<file path="src/rtl/utf8_sanitize_escape_top_assert.svh">
// ---------------------------------------------------------------------------
// utf8_sanitize_escape_top_assert.svh
// Assertion macros for the sanitizer RTL.
// ---------------------------------------------------------------------------
`ifndef UTF8_SANITIZE_ESCAPE_TOP_ASSERT_SVH
`define UTF8_SANITIZE_ESCAPE_TOP_ASSERT_SVH

// same-cycle implication
`define U8SE_ASSERT_IMPL(lbl, ante, cons, msg) \
    lbl: assert property (@(posedge aclk) disable iff (!aresetn) (ante) |-> (cons)) \
        else $error(msg);

// next-cycle implication
`define U8SE_ASSERT_NEXT(lbl, ante, cons, msg) \
    lbl: assert property (@(posedge aclk) disable iff (!aresetn) (ante) |=> (cons)) \
        else $error(msg);

`endif

</file>
<file path="src/rtl/u8se_pkg.sv">
// ---------------------------------------------------------------------------
// u8se_pkg
// Types, constants and byte classification for the UTF-8 sanitizer.
// ---------------------------------------------------------------------------
package u8se_pkg;

    localparam logic [7:0] ESC_LEAD  = 8'hED;
    localparam logic [7:0] ESC_MID   = 8'hAC;
    localparam logic [7:0] CONT_BASE = 8'h80;
    localparam logic [7:0] LOW6_MASK = 8'h3F;
    localparam logic [7:0] SURR_LO   = 8'hA0;
    localparam logic [7:0] SURR_HI   = 8'hBF;

    localparam logic [1:0] PH_FIRST = 2'd0;
    localparam logic [1:0] PH_MID   = 2'd1;
    localparam logic [1:0] PH_LAST  = 2'd2;

    typedef enum logic [1:0] {
        ST_IDLE,
        ST_JUDGE,
        ST_EMIT,
        ST_FLUSH
    } state_t;

    typedef enum logic [1:0] {
        DEC_NONE,
        DEC_WAIT,
        DEC_EMIT
    } dec_kind_t;

    typedef struct packed {
        logic load;
        logic latch;
        logic emit;
        logic flush;
    } cmd_t;

    typedef struct packed {
        dec_kind_t kind;
        logic      emit_last;
        logic      pend_valid;
        logic      out_free;
    } sts_t;

    function automatic logic [2:0] seq_length(input logic [7:0] b);
        logic [2:0] len;
        len = 3'd0;
        if (!b[7])                       len = 3'd1;
        else if (b[7:3] == 5'h1E)        len = 3'd4;
        else if (b[7:4] == 4'h0E)        len = 3'd3;
        else if (b[7:5] == 3'h06)        len = 3'd2;
        return len;
    endfunction

    function automatic logic is_cont(input logic [7:0] b);
        return (b & 8'hC0) == CONT_BASE;
    endfunction

    function automatic logic seq_bad(input logic [2:0] len, input logic [7:0] c1,
                                     input logic [7:0] c2);
        logic bad;
        bad = 1'b0;
        unique case (len)
            3'd2: bad = (c1 & 8'h1E) == 8'h00;
            3'd3: bad = (((c1 & 8'h0F) == 8'h00) && ((c2 & 8'h20) == 8'h00)) ||
                        (c1 == ESC_LEAD && c2 >= SURR_LO && c2 <= SURR_HI);
            3'd4: bad = (((c1 & 8'h07) == 8'h00) && ((c2 & 8'h30) == 8'h00)) ||
                        (((c1 & 8'h04) != 8'h00) &&
                         (((c1 & 8'h03) != 8'h00) || ((c2 & 8'h30) != 8'h00)));
            default: bad = 1'b0;
        endcase
        return bad;
    endfunction

endpackage

</file>
<file path="src/rtl/u8se_ctrl.sv">
// ---------------------------------------------------------------------------
// u8se_ctrl
// Sequencer: accept, judge the held group, emit beats, close the run.
// ---------------------------------------------------------------------------
module u8se_ctrl (
    input  logic           aclk,
    input  logic           aresetn,
    input  logic           s_tvalid,
    output logic           s_tready,
    input  u8se_pkg::sts_t sts,
    output u8se_pkg::cmd_t cmd
);

    u8se_pkg::state_t state_reg, state_next;

    always_ff @(posedge aclk) begin
        if (!aresetn) begin
            state_reg <= u8se_pkg::ST_IDLE;
        end else begin
            state_reg <= state_next;
        end
    end

    always_comb begin
        state_next = state_reg;
        cmd        = '0;
        s_tready   = 1'b0;
        unique case (state_reg)
            u8se_pkg::ST_IDLE: begin
                s_tready = 1'b1;
                if (s_tvalid) begin
                    cmd.load   = 1'b1;
                    state_next = u8se_pkg::ST_JUDGE;
                end
            end
            u8se_pkg::ST_JUDGE: begin
                if (sts.kind == u8se_pkg::DEC_EMIT) begin
                    cmd.latch  = 1'b1;
                    state_next = u8se_pkg::ST_EMIT;
                end else begin
                    state_next = u8se_pkg::ST_FLUSH;
                end
            end
            u8se_pkg::ST_EMIT: begin
                if (!sts.pend_valid || sts.out_free) begin
                    cmd.emit = 1'b1;
                    if (sts.emit_last) begin
                        state_next = u8se_pkg::ST_JUDGE;
                    end
                end
            end
            u8se_pkg::ST_FLUSH: begin
                if (!sts.pend_valid) begin
                    state_next = u8se_pkg::ST_IDLE;
                end else if (sts.out_free) begin
                    cmd.flush  = 1'b1;
                    state_next = u8se_pkg::ST_IDLE;
                end
            end
            default: state_next = u8se_pkg::ST_IDLE;
        endcase
    end

endmodule

</file>
<file path="src/rtl/u8se_dp.sv">
// ---------------------------------------------------------------------------
// u8se_dp
// Hold buffer, sequence judgment, escape expansion and output registers.
// ---------------------------------------------------------------------------
module u8se_dp (
    input  logic           aclk,
    input  logic           aresetn,
    input  logic [7:0]     s_tdata,
    input  logic           s_tlast,
    output logic [7:0]     m_tdata,
    output logic           m_tvalid,
    input  logic           m_tready,
    output logic           m_tlast,
    output logic           m_tuser,
    input  u8se_pkg::cmd_t cmd,
    output u8se_pkg::sts_t sts
);

    logic [7:0] hold_reg [4];
    logic [2:0] cnt_reg;
    logic       end_reg;
    logic [2:0] rem_reg;
    logic       esc_reg;
    logic [1:0] phase_reg;
    logic       pend_valid_reg;
    logic [7:0] pend_byte_reg;
    logic       m_valid_reg;
    logic [7:0] m_byte_reg;
    logic       m_run_last_reg;
    logic       m_done_reg;

    u8se_pkg::dec_kind_t dec_kind;
    logic [2:0] dec_n;
    logic       dec_esc;
    logic [2:0] lead_len;
    logic [2:0] bad_idx;
    logic [7:0] beat;
    logic       byte_end;
    logic       out_free;
    logic       push_out;

    // judgment of the group at the front of the buffer
    always_comb begin
        lead_len = u8se_pkg::seq_length(hold_reg[0]);
        bad_idx  = 3'd0;
        dec_kind = u8se_pkg::DEC_NONE;
        dec_n    = 3'd0;
        dec_esc  = 1'b0;
        for (int i = 1; i < 4; i++) begin
            if (3'(i) < lead_len && bad_idx == 3'd0 && !u8se_pkg::is_cont(hold_reg[i])) begin
                bad_idx = 3'(i);
            end
        end
        if (cnt_reg == 3'd0) begin
            dec_kind = u8se_pkg::DEC_NONE;
        end else if (lead_len == 3'd0) begin
            dec_kind = u8se_pkg::DEC_EMIT;
            dec_n    = 3'd1;
            dec_esc  = 1'b1;
        end else if (lead_len > cnt_reg) begin
            if (end_reg) begin
                dec_kind = u8se_pkg::DEC_EMIT;
                dec_n    = cnt_reg;
                dec_esc  = 1'b1;
            end else begin
                dec_kind = u8se_pkg::DEC_WAIT;
            end
        end else if (bad_idx != 3'd0) begin
            dec_kind = u8se_pkg::DEC_EMIT;
            dec_n    = bad_idx;
            dec_esc  = 1'b1;
        end else begin
            dec_kind = u8se_pkg::DEC_EMIT;
            dec_n    = lead_len;
            dec_esc  = u8se_pkg::seq_bad(lead_len, hold_reg[0], hold_reg[1]);
        end
    end

    // escape expansion of the front byte
    always_comb begin
        case (phase_reg)
            u8se_pkg::PH_FIRST: beat = esc_reg ? u8se_pkg::ESC_LEAD : hold_reg[0];
            u8se_pkg::PH_MID:   beat = u8se_pkg::ESC_MID + {6'd0, hold_reg[0][7:6]};
            default:            beat = u8se_pkg::CONT_BASE |
                                       (hold_reg[0] & u8se_pkg::LOW6_MASK);
        endcase
        byte_end = esc_reg ? (phase_reg == u8se_pkg::PH_LAST)
                           : (phase_reg == u8se_pkg::PH_FIRST);
    end

    assign out_free = !m_valid_reg || m_tready;
    assign push_out = (cmd.emit && pend_valid_reg) || cmd.flush;

    assign sts.kind       = dec_kind;
    assign sts.emit_last  = byte_end && (rem_reg == 3'd1);
    assign sts.pend_valid = pend_valid_reg;
    assign sts.out_free   = out_free;

    always_ff @(posedge aclk) begin
        if (!aresetn) begin
            cnt_reg        <= 3'd0;
            rem_reg        <= 3'd0;
            phase_reg      <= u8se_pkg::PH_FIRST;
            pend_valid_reg <= 1'b0;
            m_valid_reg    <= 1'b0;
        end else begin
            if (cmd.load) begin
                cnt_reg <= cnt_reg + 3'd1;
            end
            if (cmd.latch) begin
                rem_reg   <= dec_n;
                phase_reg <= u8se_pkg::PH_FIRST;
            end
            if (cmd.emit) begin
                pend_valid_reg <= 1'b1;
                if (byte_end) begin
                    phase_reg <= u8se_pkg::PH_FIRST;
                    cnt_reg   <= cnt_reg - 3'd1;
                    rem_reg   <= rem_reg - 3'd1;
                end else begin
                    phase_reg <= phase_reg + 2'd1;
                end
            end
            if (cmd.flush) begin
                pend_valid_reg <= 1'b0;
            end
            if (push_out) begin
                m_valid_reg <= 1'b1;
            end else if (m_tready) begin
                m_valid_reg <= 1'b0;
            end
        end
    end

    always_ff @(posedge aclk) begin
        if (cmd.load) begin
            hold_reg[cnt_reg[1:0]] <= s_tdata;
            end_reg                <= s_tlast;
        end
        if (cmd.latch) begin
            esc_reg <= dec_esc;
        end
        if (cmd.emit) begin
            pend_byte_reg <= beat;
            if (byte_end) begin
                for (int i = 0; i < 3; i++) begin
                    hold_reg[i] <= hold_reg[i + 1];
                end
            end
        end
        if (push_out) begin
            m_byte_reg     <= pend_byte_reg;
            m_run_last_reg <= cmd.flush;
            m_done_reg     <= cmd.flush && end_reg;
        end
    end

    assign m_tvalid = m_valid_reg;
    assign m_tdata  = m_byte_reg;
    assign m_tuser  = m_run_last_reg;
    assign m_tlast  = m_done_reg;

endmodule

</file>
<file path="src/rtl/utf8_sanitize_escape_top.sv">
// ---------------------------------------------------------------------------
// utf8_sanitize_escape_top
// UTF-8 sanitizer: well-formed sequences pass, bad bytes become 3-byte escapes.
//
//   channel  dir  tdata            tlast        tuser
//   s_       in   in_byte[7:0]     in_end       -
//   m_       out  out_byte[7:0]    string_done  run_last
//
// One input beat at a time; s_tready is high only while idle.
// Each input beat is loaded, then each group is judged and its output beats
// are emitted (1 per passed byte, 3 per escaped byte) before the run closes.
// Each output beat waits in a pending register so run_last is known; the next
// beat pushes it out, and the last beat of a run leaves on the final flush.
// Back-pressure on m_ stalls the emit sequencer; the output register decouples.
// Reset (aresetn low, synchronous) empties the hold buffer and the output stage.
// ---------------------------------------------------------------------------
module utf8_sanitize_escape_top (
    input  logic       aclk,
    input  logic       aresetn,
    input  logic [7:0] s_tdata,   // [7:0] in_byte
    input  logic       s_tvalid,
    output logic       s_tready,
    input  logic       s_tlast,
    output logic [7:0] m_tdata,   // [7:0] out_byte
    output logic       m_tvalid,
    input  logic       m_tready,
    output logic       m_tlast,
    output logic       m_tuser    // [0] run_last
);

    u8se_pkg::cmd_t cmd;
    u8se_pkg::sts_t sts;

    u8se_ctrl u_ctrl (
        .aclk     (aclk),
        .aresetn  (aresetn),
        .s_tvalid (s_tvalid),
        .s_tready (s_tready),
        .sts      (sts),
        .cmd      (cmd)
    );

    u8se_dp u_dp (
        .aclk     (aclk),
        .aresetn  (aresetn),
        .s_tdata  (s_tdata),
        .s_tlast  (s_tlast),
        .m_tdata  (m_tdata),
        .m_tvalid (m_tvalid),
        .m_tready (m_tready),
        .m_tlast  (m_tlast),
        .m_tuser  (m_tuser),
        .cmd      (cmd),
        .sts      (sts)
    );

`include "utf8_sanitize_escape_top_assert.svh"

    `U8SE_ASSERT_IMPL(a_done_is_run_last, m_tvalid && m_tlast, m_tuser, "done w/o run_last")
    `U8SE_ASSERT_NEXT(a_busy_after_accept, s_tvalid && s_tready, !s_tready, "ready while busy")
    `U8SE_ASSERT_IMPL(a_push_needs_room, cmd.emit && sts.pend_valid, sts.out_free, "output overrun")

endmodule
</file>
<file path="config.mk">
export PLATFORM = sky130hd
export DESIGN_NAME = utf8_sanitize_escape_top
export DESIGN_NICKNAME = d
export VERILOG_FILES = /design/src/rtl/u8se_pkg.sv /design/src/rtl/u8se_ctrl.sv /design/src/rtl/u8se_dp.sv /design/src/rtl/utf8_sanitize_escape_top.sv
export VERILOG_INCLUDE_DIRS = /design/src /design/src/rtl
export SDC_FILE = /design/constraint.sdc
export NUM_CORES = 1
export LEC_CHECK = 0
export ABC_CLOCK_PERIOD_IN_PS = 2900
export BUFFER_PORTS_ARGS = -buffer_cell sky130_fd_sc_hd__clkbuf_2
export CORE_MARGIN = 2
export CORE_UTILIZATION = 59
export CTS_CLUSTER_SIZE = 24
export DETAILED_ROUTE_END_ITERATION = 12
export PLACE_DENSITY_LB_ADDON = 0.15
export SETUP_SLACK_MARGIN = 0.02
export SLEW_MARGIN = 20
export SYNTH_ARGS = -nofsm -noshare
export SYNTH_HDL_FRONTEND = slang
export SYNTH_SLANG_ARGS = --single-unit
</file>
<file path="constraint.sdc">
create_clock -name aclk -period 2.9 [get_ports aclk]
set_input_delay 0.435 -clock aclk [delete_from_list [all_inputs] [get_ports aclk]]
set_output_delay 0.435 -clock aclk [all_outputs]
set_load 0.005 [all_outputs]
</file>
==> results of run 1 <==
-- power by group through the flow --
stage	Sequential [µW]	Clock [µW]	Combinational [µW]
floorplan	1170	0	311
global placement	1200	0	366
detailed placement	1210	0	378
CTS	1190	708	380
global route	1200	744	439
finish	1190	696	378
-- area by class of cell --
cell class | instances | share of cell area [%]
multi-input cells | 195 | 33.4
well taps | 67 | 2.50
repair buffers | 27 | 4.25
flip-flops and latches | 64 | 53.7
clock inverters | 5 | 1.49
clock buffers | 9 | 3.69
inverters | 8 | 0.896
-- worst max-delay path, stage by stage, from the launching register on --
cell and delay [ps]:
edfxtp_1 460, nand2_2 130, nor3_1 280, ha_1 320
nor2b_1 160, a22oi_1 150, and4_1 360, o31a_1 310
nor2_1 80, o31a_1 280
-- worst paths after layout --
kind,start,end,slack [ps],depth (start not counted)
worst min register to register,u_dp.pend_byte_reg[0]$_DFFE_PP_,u_dp.m_tdata[0]$_DFFE_PP_,420,0
worst max-delay path,u_dp.hold_reg[0][5]$_DFFE_PP_,u_dp.rem_reg[2]$_SDFF_PN0_,280,9
worst min-delay path,s_tlast,u_dp.end_reg$_DFFE_PP_,280,1
worst max register to register,u_dp.hold_reg[0][5]$_DFFE_PP_,u_dp.rem_reg[2]$_SDFF_PN0_,280,9
-- through the flow --
step,power (µW),area [µm²]
global route,2380,3350
detailed placement,1580,3180
global placement,1570,3180
floorplan,1490,2990
CTS,2270,3350
finish,2260,3350
-- cell families (layout without fill, tap and decap cells) --
logic type                 after synthesis  count (layout)  share of synthesized area, %
adders and majority gates               12              12                          5.03
DFF                                     64              64                          60.4
buffers and inverters                   16              49                          2.26
xor gates and xnor gates                 2               2                         0.587
and+or+nand+nor                        137             137                          21.3
AOI/OAI and AO/OA                       41              41                          9.39
muxes                                    3               3                          1.05
-- cells in the mapped netlist, types with 2 or more instances --
| master | instances | area, µm² |
|---|---|---|
| nor3_1 | 5 | 25.0 |
| nand2b_1 | 8 | 50.1 |
| and2_1 | 4 | 25.0 |
| a21oi_1 | 7 | 35.0 |
| o211ai_1 | 2 | 15.0 |
| nand4_1 | 3 | 18.8 |
| nand2_1 | 77 | 289 |
| ha_1 | 12 | 150 |
| nor2_1 | 11 | 41.3 |
| mux2i_1 | 2 | 20.0 |
| o21a_1 | 4 | 30.0 |
| buf_1 | 2 | 7.51 |
| clkbuf_1 | 5 | 18.8 |
| o21ai_0 | 8 | 40.0 |
| nor3b_1 | 2 | 15.0 |
| nand3_1 | 6 | 30.0 |
| dfxtp_1 | 12 | 240 |
| a21boi_0 | 5 | 37.5 |
| o31a_1 | 2 | 17.5 |
| or3_1 | 3 | 18.8 |
| edfxtp_1 | 52 | 1560 |
| and3_1 | 5 | 31.3 |
| inv_1 | 8 | 30.0 |
| nor2b_1 | 6 | 37.5 |
| nand3b_1 | 2 | 15.0 |
-- metal layers --
metal  up-vias  GRT usage, %  part of all wire (%)
met1       943          29.6                    47
met3        12          5.22                   3.7
li1       1036             -                     -
met5         -             0                     0
met4         0          11.7                   2.5
met2        48          35.0                    47
-- layout by cell type (no fill, tap or decap), drive strengths merged, types with 2 or more instances in the layout --
cell,n
and3,5
nand3,6
o211ai,2
nand2b,8
or3,3
clkbuf,33
nor2b,6
nor2,11
clkinv,3
o31a,2
buf,3
nor3,5
ha,12
nand3b,2
dfxtp,12
edfxtp,52
nor3b,2
o21a,4
o21ai,8
nand4,3
inv,8
nand2,78
mux2i,2
a21oi,7
a21boi,6
and2,4
==> reports/metrics.yaml, run 1 <==
clock_tree:
  clock-sinks: 64
  cts-htree-levels: 3
  clk_pin_slew_ps: 60
  clockBufferDepth: 2
  tritoncts: "yes"
  clock-root-buffer: "clkbuf_8"
  insertion_delay_ps: 330
  postCtsHoldBufs: 0
  post-cts-setup-buffers: 0
  cts_resized: 0
  cts_inserted_buffers: 9
routing:
  first_pass_iters: 5
  vias_per_cell: 5.44
  routedWlPerCell_um: 14.0
  drt_iter0_drc: 137
  route.vias.total: 2039
  finalWirelength_um: 5250
  drc: 0
  ant_nets: 0
power_and_ir_drop:
  combinationalPowerShare_pct: 16.7
  pwr-share-seq_pct: 52.5
  power.density_nw_per_um2: 674
  clock_power_share_pct: 30.8
  irDropWorstVdd_uv: 398
  p_sw_uw: 618
  swShare_pct: 27.4
  p_leak_uw: 0.00127
  p_int_uw: 1640
final_layout:
  antenna_cells: 0
  finalNetCount: 330
  multiInputGateArea_um2: 1120
  layout-drive-gt1-share_pct: 13.6
  layout-area-overhead-vs-synth_pct: 12.3
  register_area_um2: 1800
  largest_reg_flops: 32
  nFillCells: 373
  stdcell_count: 375
  final_core_util_pct: 70.1
critical_path:
  cp-start-kind: "flop"
  critPathMaxFanout: 8
  crit_type: "reg -> reg"
  cp.required_ps: 3120
  cp-end-kind: "flop"
  arrival_ps: 2840
run_status:
  status: "finished, final reports clean"
sta:
  relSlewSlack_pct: 45.5
  setup_ws_ps: 278
  hold_viol: 0
  finalSetupTns_ps: 0
  worst_clock_skew_ps: 6.25
  drv_slew: 0
  rsz0062_at_grt: "no"
  fin_crit_sh_pct: 90.4
  fmax_ghz: 0.381
  setup_viol: 0
  tightest_slew_ps: 815
  whs_ps: 285
  min_period_ps: 2620
global_routing:
  track_usage_pct: 22.5
  grt_pass1_wl_um: 9230
  overflow: 0
  grt_start_max_net_pins: 32
  first_global_vias: 2005
  antenna_found_initial: 0
placement:
  hpwlAfterDp_um: 3810
  portBuffers: 24
  dp_cells: 361
  post-place-ws_ps: 334
  gp_congestion: 0.840
min_path:
  holdCritPathClass: "in -> reg"
synthesis:
  synth_edf_count: 52
  synth_flop_cell: "edfxtp_1"
  syn_area_um2: 2990
  synth.distinct_cells: 47
  synth-async-reset-ratio_pct: 0
  synth_area_per_cell_um2: 10.9
  seq_area_frac_synth_pct: 60.4
  ys_warn_count: 0
  syn_nets: 300
  ys_ff_latch: 64
  synthCells: 275
floorplanning:
  die_w_um: 75.1
  floorplan.initialDensity_pct: 62.4
  core_um2: 4790
  rows: 25
  ios: 25
  die_h_um: 75.1
  die-area_um2: 5650
run:
  drv_cap: 0
No activity file was read; power rests on OpenSTA's default activity.
==> inputs of run 2 (changes only) <==
--- a/config.mk
+++ b/config.mk
@@ -17,4 +17,5 @@
 export SLEW_MARGIN = 20
 export SYNTH_ARGS = -nofsm -noshare
 export SYNTH_HDL_FRONTEND = slang
+export SYNTH_HIERARCHICAL = 1
 export SYNTH_SLANG_ARGS = --single-unit
==> run 2 against run 1 <==
  * Final area grew 5.3%
  * Clock power decreased by 5.2%
  * Via count grew 5.9%
  * Register-to-register slack worse by 140 ps
  * Hold slack got worse by 14 ps
  * Largest cell class unchanged
  * Power grew 17%
  * Largest power group unchanged
==> reports/metrics.yaml, run 2 <==
floorplanning:
  rows: 26
  die_h_um: 76.1
  die_w_um: 76.1
  core_um2: 5070
  floorplan.initialDensity_pct: 60.4
  ios: 25
  die-area_um2: 5790
synthesis:
  yosysTopAreaCell: "edfxtp_1"
  ys_warn_count: 6
  synth-async-reset-ratio_pct: 0
  syn_nets: 305
  seq_area_frac_synth_pct: 58.8
  netlist_top_cells_area: "edfxtp_1, nand2_1, dfxtp_1"
  synth_area_per_cell_um2: 11.0
  synth.distinct_cells: 50
  yosysMostFrequentCell: "nand2_1"
  synth_edf_count: 52
  synth_common_cells: "nand2_1, edfxtp_1, inv_1"
  synth_flop_cell: "edfxtp_1"
  ys_ff_latch: 64
  syn_area_um2: 3070
  synthCells: 279
  synth_top_area_share_pct: 50.9
clock_tree:
  tritoncts: "yes"
  clockBufferDepth: 2
  clock-root-buffer: "clkbuf_8"
  clock-sinks: 64
  insertion_delay_ps: 340
  cts_inserted_buffers: 9
  cts-htree-levels: 3
  clk_pin_slew_ps: 70
global_routing:
  first_global_vias: 2086
  grt_pass1_wl_um: 9370
  track_usage_pct: 20.8
  antenna_found_initial: 0
  grt_start_max_net_pins: 22
  overflow: 0
routing:
  drt_iter0_drc: 251
  finalWirelength_um: 5650
  routedWlPerCell_um: 14.4
  first_pass_iters: 4
  ant_nets: 0
  vias_per_cell: 5.50
  route.vias.total: 2160
  drc: 0
critical_path:
  cp-start-kind: "flop"
  reg2reg_slack_ps: 140
  crit_end: "u_dp/rem_reg[2]$_SDFF_PN0_"
  cp.required_ps: 3120
  cpPeakStageDelay_ps: 530
  critPathMaxFanout: 8
  crit_cells: 12
  crit_type: "reg -> reg"
  worst-r2r-cell-count: 12
  arrival_ps: 2990
  crit_buf_inv: 2
  cp-end-kind: "flop"
  slowest_stage: "edfxtp_1"
  cp_cell_sequence: "nand2_2, nor3_4, ha_1, nor2_1, a31oi_2, nand2_1, o31a_1, nor4bb_4, inv_2, buf_4, o221ai_1, a31oi_1"
  crit_start: "u_dp/hold_reg[0][4]$_DFFE_PP_"
  rr_startpoint: "u_dp/hold_reg[0][4]$_DFFE_PP_"
  crit_family: "simple AND/OR/NAND/NOR gates"
  r2r-end: "u_dp/rem_reg[2]$_SDFF_PN0_"
sta:
  whs_ps: 271
  finalSetupTns_ps: 0
  hold_viol: 0
  min_period_ps: 2760
  setup_ws_ps: 136
  fmax_ghz: 0.362
  drv_slew: 0
  setup_viol: 0
  relSlewSlack_pct: 69.2
  tightest_slew_ps: 454
  worst_clock_skew_ps: 10.3
  fin_crit_sh_pct: 95.3
final_layout:
  design_area_um2: 3530
  final_cell_mix: "nand2_1, edfxtp_1, clkbuf_2, buf_4"
  antenna_cells: 0
  layout-area-overhead-vs-synth_pct: 15.1
  finalNetCount: 344
  final_common_cell: "nand2_1"
  final_core_util_pct: 69.6
  layout-drive-gt1-share_pct: 19.8
  largest_reg_flops: 32
run:
  drv_cap: 0
power_and_ir_drop:
  power.density_nw_per_um2: 747
  irDropWorstVdd_uv: 409
  p_leak_uw: 0.00137
placement:
  dpl-instance-area_um2: 3280
  hpwlAfterDp_um: 3840
  gp_congestion: 0.958
  portBuffers: 24
  post-place-ws_ps: 136
min_path:
  holdCritPathClass: "in -> reg"
run_status:
  status: "finished, final reports clean"
==> run 2: worst min path at each step <==
stage          slack, ps                   endpoint  cells past startpoint                       startpoint
6_report             270     u_dp/end_reg$_DFFE_PP_                      1                          s_tlast
5_1_grt              260     u_dp/end_reg$_DFFE_PP_                      1                          s_tlast
4_1_cts              250     u_dp/end_reg$_DFFE_PP_                      1                          s_tlast
3_5_place_dp         410  u_dp/m_tdata[5]$_DFFE_PP_                      0  u_dp/pend_byte_reg[5]$_DFFE_PP_
3_3_place_gp         400  u_dp/m_tdata[0]$_DFFE_PP_                      0  u_dp/pend_byte_reg[0]$_DFFE_PP_
2_1_floorplan        400  u_dp/m_tdata[0]$_DFFE_PP_                      0  u_dp/pend_byte_reg[0]$_DFFE_PP_
==> run 2: cell type report <==
cell class              count  area (µm²)
well taps                  70        87.6
multi-input cells         191        1190
inverters                  14        52.6
clock buffers               9         124
fillers                   404        1540
flip-flops and latches     64        1800
repair buffers             38         225
clock inverters             7        47.5
==> run 2: timing repair <==
item,in CTS,in global routing
buffers inserted,0,6
hold buffers,0,0
setup endpoints to repair,0,4
gates resized for setup,0,9
==> run 2: worst register-to-register path, stage by stage (launching register included) <==
cell	delay, ps
edfxtp_1	530
nand2_2	160
nor3_4	230
ha_1	280
nor2_1	140
a31oi_2	60
nand2_1	160
o31a_1	200
nor4bb_4	330
inv_2	100
buf_4	150
o221ai_1	200
a31oi_1	110
==> run 2: metrics by stage <==
step	instances	total power [µW]
floorplan	279	1720
global placement	371	1890
detailed placement	371	1910
CTS	387	2570
global route	393	2790
finish	393	2640
==> run 2: cell families (layout without fill, tap and decap cells) <==
group / count (synthesis) / count (layout) / synth area share, %
DFF: 64 / 64 / 58.8
buffers and inverters: 24 / 68 / 3.67
adders and majority gates: 13 / 13 / 5.30
and+or+nand+nor: 126 / 126 / 20.3
muxes: 3 / 3 / 1.10
AOI/OAI and AO/OA: 47 / 47 / 10.3
xor gates and xnor gates: 2 / 2 / 0.571
==> run 2: report_power, final <==
group / total [µW] / switching, µW / internal, µW
sequential: 1250 / 96.3 / 1150
combinational: 728 / 431 / 296
clock: 660 / 351 / 309
total: 2640 / 879 / 1760
==> run 2: per-layer routing <==
| metal | share of wire [%] | track usage (%) | vias up |
|---|---|---|---|
| li1 | - | - | 1083 |
| met1 | 46 | 26.0 | 988 |
| met2 | 46 | 33.6 | 72 |
| met3 | 4.7 | 3.79 | 17 |
| met4 | 3.2 | 12.9 | 0 |
| met5 | 0 | 0 | - |
